$ cat config.mk
export PLATFORM = sky130hd
export DESIGN_NAME = process_table_round_robin_scheduler_unit_flat
export DESIGN_NICKNAME = d
export VERILOG_FILES = /design/src/rtl/ptrr_pkg.sv /design/src/rtl/ptrr_if.sv /design/src/rtl/ptrr_ram.sv /design/src/rtl/process_table_round_robin_scheduler_unit.sv /design/src/flat_wrapper.sv
export SDC_FILE = /design/constraint.sdc
export NUM_CORES = 1
export LEC_CHECK = 0
export BUFFER_PORTS_ARGS = -buffer_cell sky130_fd_sc_hd__buf_2
export CORE_MARGIN = 10
export CORE_UTILIZATION = 63
export DETAILED_ROUTE_END_ITERATION = 8
export PLACE_DENSITY = 0.8
export SYNTH_ARGS = -nofsm -noshare
export SYNTH_HDL_FRONTEND = slang
export SYNTH_SLANG_ARGS = --single-unit
$ cat constraint.sdc
create_clock -name i_clk -period 6.75 [get_ports i_clk]
set_input_delay 0.675 -clock i_clk [delete_from_list [all_inputs] [get_ports i_clk]]
set_output_delay 0.675 -clock i_clk [all_outputs]
set_load 0.05 [all_outputs]
$ cat src/rtl/ptrr_pkg.sv
// Shared types and constants for the round-robin process table scheduler.
// No dependencies.
`default_nettype none
package ptrr_pkg;
    localparam int KIND_BITS = 3;
    localparam int TGT_BITS  = 17;

    typedef enum logic [2:0] {
        K_ADD  = 3'd0,
        K_FORK = 3'd1,
        K_TICK = 3'd2,
        K_TERM = 3'd3,
        K_WAIT = 3'd4
    } t_kind;

    typedef enum logic [1:0] {
        ST_READY    = 2'd0,
        ST_RUNNING  = 2'd1,
        ST_WAITING  = 2'd2,
        ST_FINISHED = 2'd3
    } t_run;

    typedef enum logic [1:0] {
        STS_OK   = 2'd0,
        STS_REJ  = 2'd1,
        STS_IDLE = 2'd2
    } t_status;

    typedef enum logic [3:0] {
        S_IDLE,
        S_RDCUR,
        S_GOTCUR,
        S_TICK_SCAN,
        S_TICK_FIX,
        S_FIND,
        S_TERM_PAR,
        S_WALL,
        S_WAIT_FIN,
        S_RDOUT,
        S_OUT
    } t_state;
endpackage
`default_nettype wire

$ cat src/rtl/ptrr_if.sv
// Valid/ready channel interface carrying a payload.
// Depends on nothing.
`default_nettype none
interface ptrr_if #(
    parameter int W = 8
);
    logic         valid;
    logic         ready;
    logic [W-1:0] data;
    modport source (output valid, output data, input ready);
    modport sink   (input valid, input data, output ready);
endinterface
`default_nettype wire

$ cat src/rtl/ptrr_ram.sv
// Generic single-port-write, single-port-read RAM with registered read.
// No dependencies.
`default_nettype none
module ptrr_ram #(
    parameter int WIDTH = 8,
    parameter int DEPTH = 16
) (
    input  wire                      i_clk,
    input  wire                      i_we,
    input  wire [$clog2(DEPTH)-1:0]  i_waddr,
    input  wire [WIDTH-1:0]          i_wdata,
    input  wire [$clog2(DEPTH)-1:0]  i_raddr,
    output logic [WIDTH-1:0]         o_rdata
);
    logic [WIDTH-1:0] r_mem [DEPTH];

    // write port and registered read
    always_ff @(posedge i_clk) begin
        if (i_we) begin
            r_mem[i_waddr] <= i_wdata;
        end
        o_rdata <= r_mem[i_raddr];
    end
endmodule
`default_nettype wire

$ cat src/rtl/process_table_round_robin_scheduler_unit.sv
// Round-robin process table scheduler: top level with control sequencer.
// Depends on ptrr_pkg, ptrr_if and ptrr_ram.
// Add and fork need no scan; tick, terminate and wait may scan the used slots, one slot
// read per cycle through the single read port.
// One item is in work at a time; the next item is taken once the sequencer is back in idle
// and the output register is empty or being read in that cycle.
// Synchronous active-low reset clears the sequencer, used count, current task, pid
// counter and output valid; slot memory is not cleared, only used slots are read.
`default_nettype none
module process_table_round_robin_scheduler_unit #(
    parameter int SLOTS    = 16,
    parameter int PID_BITS = 16
) (
    input  wire i_clk,
    input  wire i_rst_n,
    ptrr_if.sink   i_in,
    ptrr_if.source o_out
);
    localparam int SB = $clog2(SLOTS);
    localparam int CB = $clog2(SLOTS + 1);
    localparam int MW = 2 * PID_BITS + 2 + 5 + 1;
    localparam int OW = 2 + 16 + 4 + 1;

    // memory entry: pid, parent, run, awaited, parent waiting
    typedef struct packed {
        logic [PID_BITS-1:0] pid;
        logic [PID_BITS-1:0] par;
        logic [1:0]          run;
        logic [4:0]          aw;
        logic                pw;
    } t_ent;

    ptrr_pkg::t_state r_st, n_st;
    logic [CB-1:0]       r_used;
    logic [SB-1:0]       r_cur;
    logic                r_cv;
    logic [PID_BITS-1:0] r_nfp;
    logic [2:0]          r_kind;
    logic [16:0]         r_tgt;
    logic [CB-1:0]       r_k;
    logic [SB-1:0]       r_idx;
    logic                r_rdv;
    logic [SB-1:0]       r_ridx;
    t_ent                r_ce;
    logic [5:0]          r_cnt;
    logic [1:0]          r_sts;
    logic [PID_BITS-1:0] r_rpid;
    logic                r_gave;
    logic                r_ovalid;
    logic [OW-1:0]       r_odata;

    logic          we;
    logic [SB-1:0] waddr, raddr;
    t_ent          wdat, rdat;
    logic [MW-1:0] rraw;

    ptrr_ram #(.WIDTH(MW), .DEPTH(SLOTS)) u_ram (
        .i_clk  (i_clk),
        .i_we   (we),
        .i_waddr(waddr),
        .i_wdata(wdat),
        .i_raddr(raddr),
        .o_rdata(rraw)
    );
    assign rdat = t_ent'(rraw);

    logic full;
    assign full  = (r_used >= CB'(SLOTS));
    assign i_in.ready = (r_st == ptrr_pkg::S_IDLE) && !(r_ovalid && !o_out.ready);
    assign o_out.valid = r_ovalid;
    assign o_out.data  = r_odata;

    // scan index wrap helper
    function automatic logic [SB-1:0] wrapinc(input logic [SB-1:0] a, input logic [CB-1:0] n);
        logic [CB:0] s;
        begin
            s = {1'b0, CB'(a)} + 1'b1;
            if (s >= {1'b0, n}) s = '0;
            wrapinc = s[SB-1:0];
        end
    endfunction

    // next state and datapath control
    always_comb begin
        n_st  = r_st;
        we    = 1'b0;
        waddr = r_cur;
        wdat  = r_ce;
        raddr = r_idx;
        unique case (r_st)
            ptrr_pkg::S_IDLE:      raddr = r_cur;
            ptrr_pkg::S_RDCUR:     raddr = r_cur;
            ptrr_pkg::S_RDOUT:     raddr = r_cur;
            ptrr_pkg::S_OUT:       raddr = r_cur;
            default:               raddr = r_idx;
        endcase
        if (r_st == ptrr_pkg::S_IDLE && i_in.valid && i_in.ready) begin
            n_st = ptrr_pkg::S_RDCUR;
        end
        unique case (r_st)
            ptrr_pkg::S_IDLE: ;
            ptrr_pkg::S_RDCUR: n_st = ptrr_pkg::S_GOTCUR;
            ptrr_pkg::S_GOTCUR: begin
                n_st = ptrr_pkg::S_RDOUT;
                unique case (r_kind)
                    ptrr_pkg::K_ADD, ptrr_pkg::K_FORK: begin
                        if (!full && (r_kind == ptrr_pkg::K_ADD || r_cv)) begin
                            we         = 1'b1;
                            waddr      = r_used[SB-1:0];
                            wdat.pid   = r_nfp;
                            wdat.par   = (r_kind == ptrr_pkg::K_ADD) ? '0 : rdat.pid;
                            wdat.run   = ptrr_pkg::ST_READY;
                            wdat.aw    = '0;
                            wdat.pw    = 1'b0;
                        end
                    end
                    ptrr_pkg::K_TICK: begin
                        if (r_used != '0) n_st = ptrr_pkg::S_TICK_SCAN;
                    end
                    ptrr_pkg::K_TERM: begin
                        if (r_cv) begin
                            we       = 1'b1;
                            wdat     = rdat;
                            wdat.run = ptrr_pkg::ST_FINISHED;
                            if (rdat.pw) n_st = ptrr_pkg::S_FIND;
                        end
                    end
                    ptrr_pkg::K_WAIT: begin
                        if (r_cv && 17'(rdat.pid) != r_tgt && r_tgt != '0) begin
                            if (r_tgt == '1) n_st = ptrr_pkg::S_WALL;
                            else             n_st = ptrr_pkg::S_FIND;
                        end
                    end
                    default: ;
                endcase
            end
            ptrr_pkg::S_TICK_SCAN: begin
                if (r_rdv && (rdat.run == ptrr_pkg::ST_READY
                              || rdat.run == ptrr_pkg::ST_RUNNING)) begin
                    we       = 1'b1;
                    waddr    = r_ridx;
                    wdat     = rdat;
                    wdat.run = ptrr_pkg::ST_RUNNING;
                    n_st     = ptrr_pkg::S_TICK_FIX;
                end else if (r_rdv && r_k == r_used) begin
                    n_st = ptrr_pkg::S_RDOUT;
                end
            end
            ptrr_pkg::S_TICK_FIX: begin
                // demote old current: r_ce holds it, write only if running and different
                if (r_cv && r_ce.run == ptrr_pkg::ST_RUNNING && r_cur != r_ridx) begin
                    we       = 1'b1;
                    waddr    = r_cur;
                    wdat     = r_ce;
                    wdat.run = ptrr_pkg::ST_READY;
                end
                n_st = ptrr_pkg::S_RDOUT;
            end
            ptrr_pkg::S_FIND: begin
                // lookup pid: for terminate the parent, for wait the target
                if (r_rdv && ((r_kind == ptrr_pkg::K_TERM) ? (rdat.pid == r_ce.par)
                              : (17'(rdat.pid) == r_tgt))) begin
                    we    = 1'b1;
                    waddr = r_ridx;
                    wdat  = rdat;
                    if (r_kind == ptrr_pkg::K_TERM) begin
                        if (rdat.aw != '0) wdat.aw = rdat.aw - 1'b1;
                        if (rdat.aw <= 5'd1) wdat.run = ptrr_pkg::ST_READY;
                        n_st = ptrr_pkg::S_RDOUT;
                    end else if (rdat.run == ptrr_pkg::ST_FINISHED) begin
                        we   = 1'b0;
                        n_st = ptrr_pkg::S_RDOUT;
                    end else begin
                        wdat.pw = 1'b1;
                        n_st    = ptrr_pkg::S_WAIT_FIN;
                    end
                end else if (r_rdv && r_k == r_used) begin
                    n_st = ptrr_pkg::S_RDOUT;
                end
            end
            ptrr_pkg::S_WALL: begin
                if (r_rdv && rdat.par == r_ce.pid && rdat.par != rdat.pid
                    && rdat.run != ptrr_pkg::ST_FINISHED) begin
                    we      = 1'b1;
                    waddr   = r_ridx;
                    wdat    = rdat;
                    wdat.pw = 1'b1;
                end
                if (r_rdv && r_k == r_used) n_st = ptrr_pkg::S_WAIT_FIN;
            end
            ptrr_pkg::S_WAIT_FIN: begin
                we      = 1'b1;
                waddr   = r_cur;
                wdat    = r_ce;
                if (r_tgt == '1) begin
                    wdat.aw = (r_cnt > 6'd31) ? 5'd31 : r_cnt[4:0];
                    if (r_cnt != '0) wdat.run = ptrr_pkg::ST_WAITING;
                end else begin
                    wdat.aw  = 5'd1;
                    wdat.run = ptrr_pkg::ST_WAITING;
                end
                n_st = ptrr_pkg::S_RDOUT;
            end
            ptrr_pkg::S_RDOUT: n_st = ptrr_pkg::S_OUT;
            ptrr_pkg::S_OUT: begin
                if (!r_ovalid || o_out.ready) n_st = ptrr_pkg::S_IDLE;
            end
            default: n_st = ptrr_pkg::S_IDLE;
        endcase
    end

    logic [PID_BITS-1:0] opid;
    assign opid = r_gave ? r_rpid : (r_cv ? rdat.pid : '0);

    // sequencer registers
    always_ff @(posedge i_clk) begin
        if (!i_rst_n) begin
            r_st     <= ptrr_pkg::S_IDLE;
            r_used   <= '0;
            r_cur    <= '0;
            r_cv     <= 1'b0;
            r_nfp    <= '0;
            r_ovalid <= 1'b0;
            r_rdv    <= 1'b0;
        end else begin
            r_st <= n_st;
            if (r_ovalid && o_out.ready && r_st != ptrr_pkg::S_OUT) r_ovalid <= 1'b0;
            unique case (r_st)
                ptrr_pkg::S_IDLE: begin
                    if (i_in.valid && i_in.ready) begin
                        r_kind <= i_in.data[2:0];
                        r_tgt  <= i_in.data[19:3];
                        r_gave <= 1'b0;
                        r_sts  <= ptrr_pkg::STS_REJ;
                        r_cnt  <= '0;
                    end
                end
                ptrr_pkg::S_RDCUR: ;
                ptrr_pkg::S_GOTCUR: begin
                    r_ce  <= rdat;
                    r_k   <= '0;
                    r_rdv <= 1'b0;
                    r_idx <= (r_kind == ptrr_pkg::K_TICK && r_cv) ? wrapinc(r_cur, r_used)
                                                                 : '0;
                    unique case (r_kind)
                        ptrr_pkg::K_ADD, ptrr_pkg::K_FORK: begin
                            if (!full && (r_kind == ptrr_pkg::K_ADD || r_cv)) begin
                                r_sts  <= ptrr_pkg::STS_OK;
                                r_gave <= 1'b1;
                                r_rpid <= r_nfp;
                                r_nfp  <= r_nfp + 1'b1;
                                r_used <= r_used + 1'b1;
                            end
                        end
                        ptrr_pkg::K_TICK: begin
                            r_sts <= ptrr_pkg::STS_IDLE;
                        end
                        ptrr_pkg::K_TERM: if (r_cv) r_sts <= ptrr_pkg::STS_OK;
                        default: ;
                    endcase
                end
                ptrr_pkg::S_TICK_SCAN, ptrr_pkg::S_FIND, ptrr_pkg::S_WALL: begin
                    // one slot per cycle: issue read, check the data in the next cycle; hold on exit
                    if ((!r_rdv || r_k != r_used) && n_st == r_st) begin
                        r_ridx <= r_idx;
                        r_rdv  <= 1'b1;
                        r_k    <= r_k + 1'b1;
                        r_idx  <= (r_st == ptrr_pkg::S_TICK_SCAN) ? wrapinc(r_idx, r_used)
                                                                 : r_idx + 1'b1;
                    end
                    if (r_st == ptrr_pkg::S_TICK_SCAN && n_st == ptrr_pkg::S_TICK_FIX) begin
                        r_sts <= ptrr_pkg::STS_OK;
                    end
                    if (r_st == ptrr_pkg::S_WALL && we) r_cnt <= r_cnt + 1'b1;
                    if (r_st == ptrr_pkg::S_FIND && r_kind == ptrr_pkg::K_WAIT
                        && n_st == ptrr_pkg::S_WAIT_FIN) r_sts <= ptrr_pkg::STS_OK;
                    if (r_st == ptrr_pkg::S_WALL && n_st == ptrr_pkg::S_WAIT_FIN
                        && (r_cnt != '0 || we)) r_sts <= ptrr_pkg::STS_OK;
                end
                ptrr_pkg::S_TICK_FIX: begin
                    r_cur <= r_ridx;
                    r_cv  <= 1'b1;
                end
                ptrr_pkg::S_WAIT_FIN: ;
                ptrr_pkg::S_RDOUT: ;
                ptrr_pkg::S_OUT: begin
                    if (!r_ovalid || o_out.ready) begin
                        r_ovalid <= 1'b1;
                        r_odata  <= {r_sts, 16'(opid), r_cv ? 4'(r_cur) : 4'd0, r_cv};
                    end
                end
                default: ;
            endcase
        end
    end
endmodule
`default_nettype wire

$ cat src/flat_wrapper.sv
// flat-port wrapper written by rule: the top's interface ports become plain ports
module process_table_round_robin_scheduler_unit_flat 
#(
    parameter int SLOTS    = 16,
    parameter int PID_BITS = 16
)
  (i_clk, i_rst_n, i_in_valid, i_in_data, i_in_ready, o_out_valid, o_out_data, o_out_ready);
  ptrr_if #(.W((ptrr_pkg::KIND_BITS + ptrr_pkg::TGT_BITS))) i_in_i ();
  ptrr_if #(.W((2 + PID_BITS + 4 + 1))) o_out_i ();
  input  wire i_clk;
  input  wire i_rst_n;
  input wire logic [$bits(i_in_i.valid)-1:0] i_in_valid;
  input wire logic [$bits(i_in_i.data)-1:0] i_in_data;
  output wire logic [$bits(i_in_i.ready)-1:0] i_in_ready;
  output wire logic [$bits(o_out_i.valid)-1:0] o_out_valid;
  output wire logic [$bits(o_out_i.data)-1:0] o_out_data;
  input wire logic [$bits(o_out_i.ready)-1:0] o_out_ready;
  assign i_in_i.valid = i_in_valid;
  assign i_in_i.data = i_in_data;
  assign i_in_ready = i_in_i.ready;
  assign o_out_valid = o_out_i.valid;
  assign o_out_data = o_out_i.data;
  assign o_out_i.ready = o_out_ready;
  process_table_round_robin_scheduler_unit #(.SLOTS(SLOTS), .PID_BITS(PID_BITS)) u_core (.i_clk(i_clk), .i_rst_n(i_rst_n), .i_in(i_in_i), .o_out(o_out_i));
endmodule
Word-level counts from Yosys, hierarchy flattened

Memories as Yosys holds them, arrays and structs flattened. A register that Yosys moved wholly into a read port is not among the register bits.
Index checks and enable logic that the tools add are counted.

Memories kept: 1
RAM bits: 640
Input port bits: 24
Register bits after elaboration: 153

Memories:

| name               | words | bits a word | rd ports | clocked after Yosys merged registers in | wr ports | line           | RTL |
|---|---|---|---|---|---|---|---|
| u_core.u_ram.r_mem | 16    | 40          | 1        | 1                                       | 1        | ptrr_ram.sv:15 | `logic [WIDTH-1:0] r_mem [DEPTH];` |

Magnitude comparators: 5
Reductions and logical operators: 62
$add $sub $neg: 8
Muxes and demuxes: 82
Eq/ne operators: 39

Operator list:

| kind                                                                  | count |
|---|---|
| 40-bit case mux with 6 select lines                                   | 1 |
| 40-bit 2-to-1 mux                                                     | 5 |
| 4-bit 2-to-1 mux                                                      | 22 |
| 40-bit case mux with 2 select lines                                   | 1 |
| 16-bit 2-to-1 mux                                                     | 3 |
| 4-bit case mux with 9 select lines                                    | 1 |
| 16-bit equality test                                                  | 2 |
| 1-bit logical AND                                                     | 26 |
| 1-bit 2-to-1 mux                                                      | 21 |
| 2-bit 2-to-1 mux                                                      | 9 |
| 16-bit by 17-bit equality test with 1-bit output                      | 1 |
| 17-bit equality test, second input constant                           | 1 |
| 16-bit by 17-bit inequality test with 1-bit output                    | 1 |
| 17-bit nonzero test                                                   | 1 |
| 16-bit by 1-bit adder with 16-bit output, second input constant       | 1 |
| 4-bit by 3-bit equality test with 1-bit output, second input constant | 4 |
| 4-bit equality test, second input constant                            | 4 |
| 16-bit inequality test                                                | 1 |
| 4-bit case mux with 4 select lines                                    | 1 |
| 5-bit 2-to-1 mux                                                      | 3 |
| 3-bit AND reduction                                                   | 5 |
| 7-bit 2-to-1 mux                                                      | 2 |
| 6-bit 2-to-1 mux                                                      | 2 |
| 2-bit case mux with 3 select lines                                    | 2 |
| 49 further kinds                                                      | 76 |

Depth between registers and ports, before layout

Depth in word-level cells: 15
Depth in mapped cells: 14

Hierarchy

A second synthesis with hierarchy kept.

Cells, all modules: 1925
Area total of the unflattened synthesis: 34047.7 µm²

Modules (own cells, without submodules):

| module                                   | cells an instance | instances | sequential area each (µm²) | area each (µm²) |
|---|---|---|---|---|
| ptrr_ram                                 | 1040              | 1         | 20019.2                    | 25131.6 |
| process_table_round_robin_scheduler_unit | 885               | 1         | 4274.1                     | 8916.1 |

Worst setup path after synthesis

OpenSTA, ideal clock, no wires.

Kind: register to register
Start point: register u_core.r_kind[2]
End point: memory u_core.u_ram.r_mem[1][0] (netlist bit), enable pin
Arrival time: 4.541 ns
Stages on the path, launching flop included: 12
Path buffers: 3
Data required time: 6.313 ns
Setup slack: 1.772 ns
Path through: edfxtp_1 nand3b_4 buf_12 buf_12 nor4_1 a32oi_1 or3_1 buf_2 a211o_1 a221o_1 or3b_4 nor2_1

Cells in the longest elaborated chain, start to end: 8
Elaborated cells between the ends (all ways): 19

RTL lines:

| item                                   | line                                                                                             | RTL |
|---|---|---|
| start: declaration                     | process_table_round_robin_scheduler_unit.sv:38                                                   | `logic [2:0] r_kind;` |
| start signal: assignment               | process_table_round_robin_scheduler_unit.sv:231                                                  | `r_kind <= i_in.data[2:0];` |
| 3-bit zero test                        | process_table_round_robin_scheduler_unit.sv:105, process_table_round_robin_scheduler_unit.sv:107 |  |
| 1-bit logical OR                       | process_table_round_robin_scheduler_unit.sv:107                                                  | `if (!full && (r_kind == ptrr_pkg::K_ADD \|\| r_cv)) begin` |
| 1-bit logical AND                      | process_table_round_robin_scheduler_unit.sv:107                                                  |  |
| 1-bit 2-to-1 mux                       | process_table_round_robin_scheduler_unit.sv:107                                                  |  |
| 1-bit case mux with 2 select lines     | process_table_round_robin_scheduler_unit.sv:105                                                  | `unique case (r_kind)` |
| 1-bit case mux with 6 select lines     | process_table_round_robin_scheduler_unit.sv:100                                                  | `unique case (r_st)` |
| 1-bit 2-to-1 mux                       | ptrr_ram.sv:19                                                                                   | `if (i_we) begin` |
| 1-bit 2-to-1 mux (implied by the code) | ptrr_ram.sv:20                                                                                   | `r_mem[i_waddr] <= i_wdata;` |
| end: declaration                       | ptrr_ram.sv:15                                                                                   |  |

Several ways; a longest one is shown, not always the timed one.

Final worst setup path

Start point: register u_core.u_ram.o_rdata[27] (read register of u_core.u_ram.r_mem)
End point: memory u_core.u_ram.r_mem[6][21] (netlist bit), enable pin

Cells in the longest elaborated chain, start to end: 7
Elaborated cells between the ends (all ways): 15

RTL lines:

| item                                                                     | line                                                                                             | RTL |
|---|---|---|
| start: declaration                                                       | ptrr_ram.sv:13                                                                                   | `output logic [WIDTH-1:0] o_rdata` |
| 16-bit by 17-bit equality test with 1-bit output (tied with other cells) | process_table_round_robin_scheduler_unit.sv:162                                                  | `: (17'(rdat.pid) == r_tgt))) begin` |
| 1-bit 2-to-1 mux / 1-bit logical AND (equally long branches)             | process_table_round_robin_scheduler_unit.sv:161, process_table_round_robin_scheduler_unit.sv:182 |  |
| 1-bit logical AND, on equally long branches                              | process_table_round_robin_scheduler_unit.sv:161, process_table_round_robin_scheduler_unit.sv:183 |  |
| 1-bit 2-to-1 mux, on equally long branches                               | process_table_round_robin_scheduler_unit.sv:161, process_table_round_robin_scheduler_unit.sv:182 |  |
| 1-bit case mux with 6 select lines                                       | process_table_round_robin_scheduler_unit.sv:100                                                  |  |
| 1-bit 2-to-1 mux                                                         | ptrr_ram.sv:19                                                                                   |  |
| 1-bit 2-to-1 mux (implied by the code)                                   | ptrr_ram.sv:20                                                                                   |  |

Several ways; a longest one is shown, not always the timed one.

==> flow_metrics.py <==
metrics = {
    "setup_path": {
        "arrival_ns": 5.59,
        "worst-path-max-fanout": 29,
        "worst-path-buf-inv": 1,
        "reg2reg_from": "u_core.u_ram.o_rdata[27]$_DFF_P_",
        "cp_slowest_stage_delay_ns": 0.95,
        "required_ns": 7.08,
        "crit_path_end_kind": "flip-flop",
        "r2r_slack_ns": 1.48,
        "cp_slowest_cell": "nor2_4",
        "path_class": "reg -> reg",
        "cpLargestDelayFamily": "simple AND/OR/NAND/NOR gates",
        "crit_chain": "xnor2_1 -> o21ai_0 -> a2111oi_1 -> a32oi_1 -> or3_1 -> a211o_1 -> a221o_1 -> nand3b_1 -> nor2_4 -> buf_4",
        "cp-start-kind": "flip-flop",
        "setup.worst_path.start": "u_core.u_ram.o_rdata[27]$_DFF_P_",
    },
    "placement": {
        "hpwlAfterDp_um": 54670,
        "port_buffers": 48,
        "placed_cell_area_um2": 35060,
        "gp_congestion": 1.020,
    },
    "cts": {
        "ctsHoldBuffers": 0,
        "clock_latency_ns": 0.63,
        "clk_pin_slew_ns": 0.07,
        "post_cts_buffers": 0,
        "root_buffer": "clkbuf_16",
        "clk_path_buf_depth": 3,
        "cts_tree": "done",
        "htreeDepth": 3,
        "cts.repair.resized": 0,
        "cts_buffers": 81,
        "clkSinkCount": 833,
    },
    "sta": {
        "final-hold-violation-count": 0,
        "finalCriticalPeriod_ns": 5.266,
        "slew_violations": 0,
        "fin_skew_ns": 0.02718,
        "rsz0062_at_grt": "no",
        "fmaxAchievable_ghz": 0.1899,
        "period_share_pct": 78.01,
        "final.setup.tns_ns": 0,
        "tightest_slew_ns": 1.152,
        "slew_headroom_pct": 21.54,
        "setup_violations": 0,
    },
    "drt": {
        "wire_per_inst_um": 31.67,
        "drt_iter0_markers": 2766,
        "first_pass_iters": 6,
        "routed_wl_um": 89090,
        "route.detailed.drc": 0,
        "vias_per_cell": 7.043,
        "ant_nets": 0,
        "num_vias": 19810,
    },
    "yosys": {
        "synthesis.area_um2": 33920,
        "syn-instance-count": 2003,
        "synth_seq_area_share_pct": 71.62,
        "yosysWarnings": 0,
        "yosys.area.top_type": "edfxtp_1",
        "synthFlopType": "edfxtp_1",
        "synth-seq-cells": 833,
        "synthArstFlopShare_pct": 0,
        "syn_avg_cell_area_um2": 16.93,
        "netlist-cell-type-count": 70,
        "synth_edf_count": 761,
        "synthTopCellsByArea": "edfxtp_1 67%, mux4_2 11%, dfxtp_1 4.2%",
        "yosysTopAreaCellShare_pct": 67.37,
        "synth_nets": 2047,
    },
    "layout": {
        "postLayoutCellArea_um2": 37570,
        "final_nets": 2109,
        "final_util_pct": 70.92,
        "num_antenna_cells": 0,
        "final_common_cell": "edfxtp_1",
        "syn_to_final_growth_pct": 10.76,
        "final_cell_mix": "761 x edfxtp_1, 174 x nand2_1, 160 x mux4_2",
        "drive_above_1_share_pct": 18.40,
    },
    "grt": {
        "globalRouteTotalUtil_pct": 28.15,
        "grt_pass1_vias": 19330,
        "grt_start_max_net_pins": 82,
        "grt_pass1_wl_um": 131200,
        "antenna_found_initial": 1,
        "overflow": 0,
    },
    "floorplanning": {
        "die_h_um": 252.0,
        "die_area_um2": 63520,
        "fp.dieW_um": 252.0,
        "num_rows": 84,
        "start_util_pct": 64.03,
        "core_um2": 52970,
        "io_pins": 49,
    },
    "pwr": {
        "irDropWorstVdd_mv": 0.2846,
        "leakagePower_nw": 12.54,
        "power_density_nw_per_um2": 317.7,
    },
    "flow_run": {
        "drv_cap": 0,
    },
    "outcome": {
        "status": "completed",
    },
    "min_path": {
        "min-delay-start": "i_in_data[8]",
        "worst_hold_path_type": "in -> reg",
    },
}
## cell usage after synthesis (all sizes together), types with 3 or more instances
master and number:
a2111oi 5, a211o 3, a211oi 40, a21boi 9
a21oi 15, a221o 17, a222oi 31, a31oi 47
a32oi 3, and2 67, and3 16, buf 30
clkbuf 83, dfxtp 72, edfxtp 761, ha 20
inv 47, mux2i 10, mux4 160, nand2 174
nand2b 32, nand3 26, nand3b 3, nand4 18
nor2 72, nor2b 15, nor3 13, nor4 17
o2111ai 4, o211ai 5, o21a 7, o21ai 48
o22ai 4, o2bb2ai 3, o31ai 4, or2 3
or3 9, xnor2 49, xor2 37
## power breakdown
part / switching, mW / internal [mW] / total, mW
logic: 0.867 / 0.464 / 1.33
clock network: 1.90 / 2.45 / 4.34
registers: 0.302 / 5.96 / 6.26
## metrics by stage
stage / setup slack (ns) / instances / total power [mW] / hold slack, ns
after global routing: 1.321 / 2813 / 12.22 / 0.2054
final: 1.484 / 2813 / 11.93 / 0.2141
after CTS: 1.511 / 2812 / 11.91 / 0.1884
after global placement: 1.726 / 2669 / 7.592 / 0.4021
after floorplan: 1.772 / 2003 / 7.071 / 0.4003
after detailed placement: 1.581 / 2669 / 7.625 / 0.4115
## cells by family (layout without fill, tap and decap cells)
family	after synthesis	count (layout)	share of synthesized area, %
buf+inv	161	283	1.985
fa+ha+maj	20	20	0.7378
mux	171	171	10.95
flops	833	833	71.62
compound gates	259	259	5.559
xor+xnor	86	86	2.221
simple gates	473	473	6.921
## layout make-up
cell class                      count  area, µm²
Clock buffer                      101       2186
Clock inverter                     42      315.3
Fill cell                        3134      15400
Inverter                           48      180.2
Multi-Input combinational cell   1009       9124
Sequential cell                   833      24290
Tap cell                          688      860.8
Timing Repair Buffer               92      608.1
## state kept, by name, indices dropped and copies added (netlist names)
name / count
u_core.r_st: 4
u_core.r_kind: 3
u_core.r_sts: 2
u_core.r_rpid: 16
u_core.r_idx: 4
u_core.u_ram.r_mem: 640
u_core.r_cnt: 6
u_core.r_rdv: 1
u_core.o_out.valid: 1
u_core.r_cur: 4
u_core.r_nfp: 16
u_core.r_ridx: 4
u_core.u_ram.o_rdata: 40
u_core.r_tgt: 17
u_core.o_out.data: 23
u_core.r_used: 5
u_core.r_k: 5
u_core.r_gave: 1
u_core.r_ce: 40
u_core.r_cv: 1
## per-layer routing
layer	track usage, %	vias to the layer above	part of all wire [%]
li1	-	8055	-
met1	39.00	10070	38
met2	43.67	1467	47
met3	5.233	215	11
met4	12.29	2	4.2
met5	0	-	0.015
## final timing paths
kind	end	depth (start not counted)
setup / recovery	u_core.u_ram.r_mem[6][21]$_DFFE_PP_	10
hold / removal	u_core.r_tgt[5]$_DFFE_PP_	1
setup reg to reg	u_core.u_ram.r_mem[6][21]$_DFFE_PP_	10
hold reg to reg	u_core.o_out.data[21]$_DFFE_PP_	0
No activity file was read; power rests on OpenSTA's default activity.
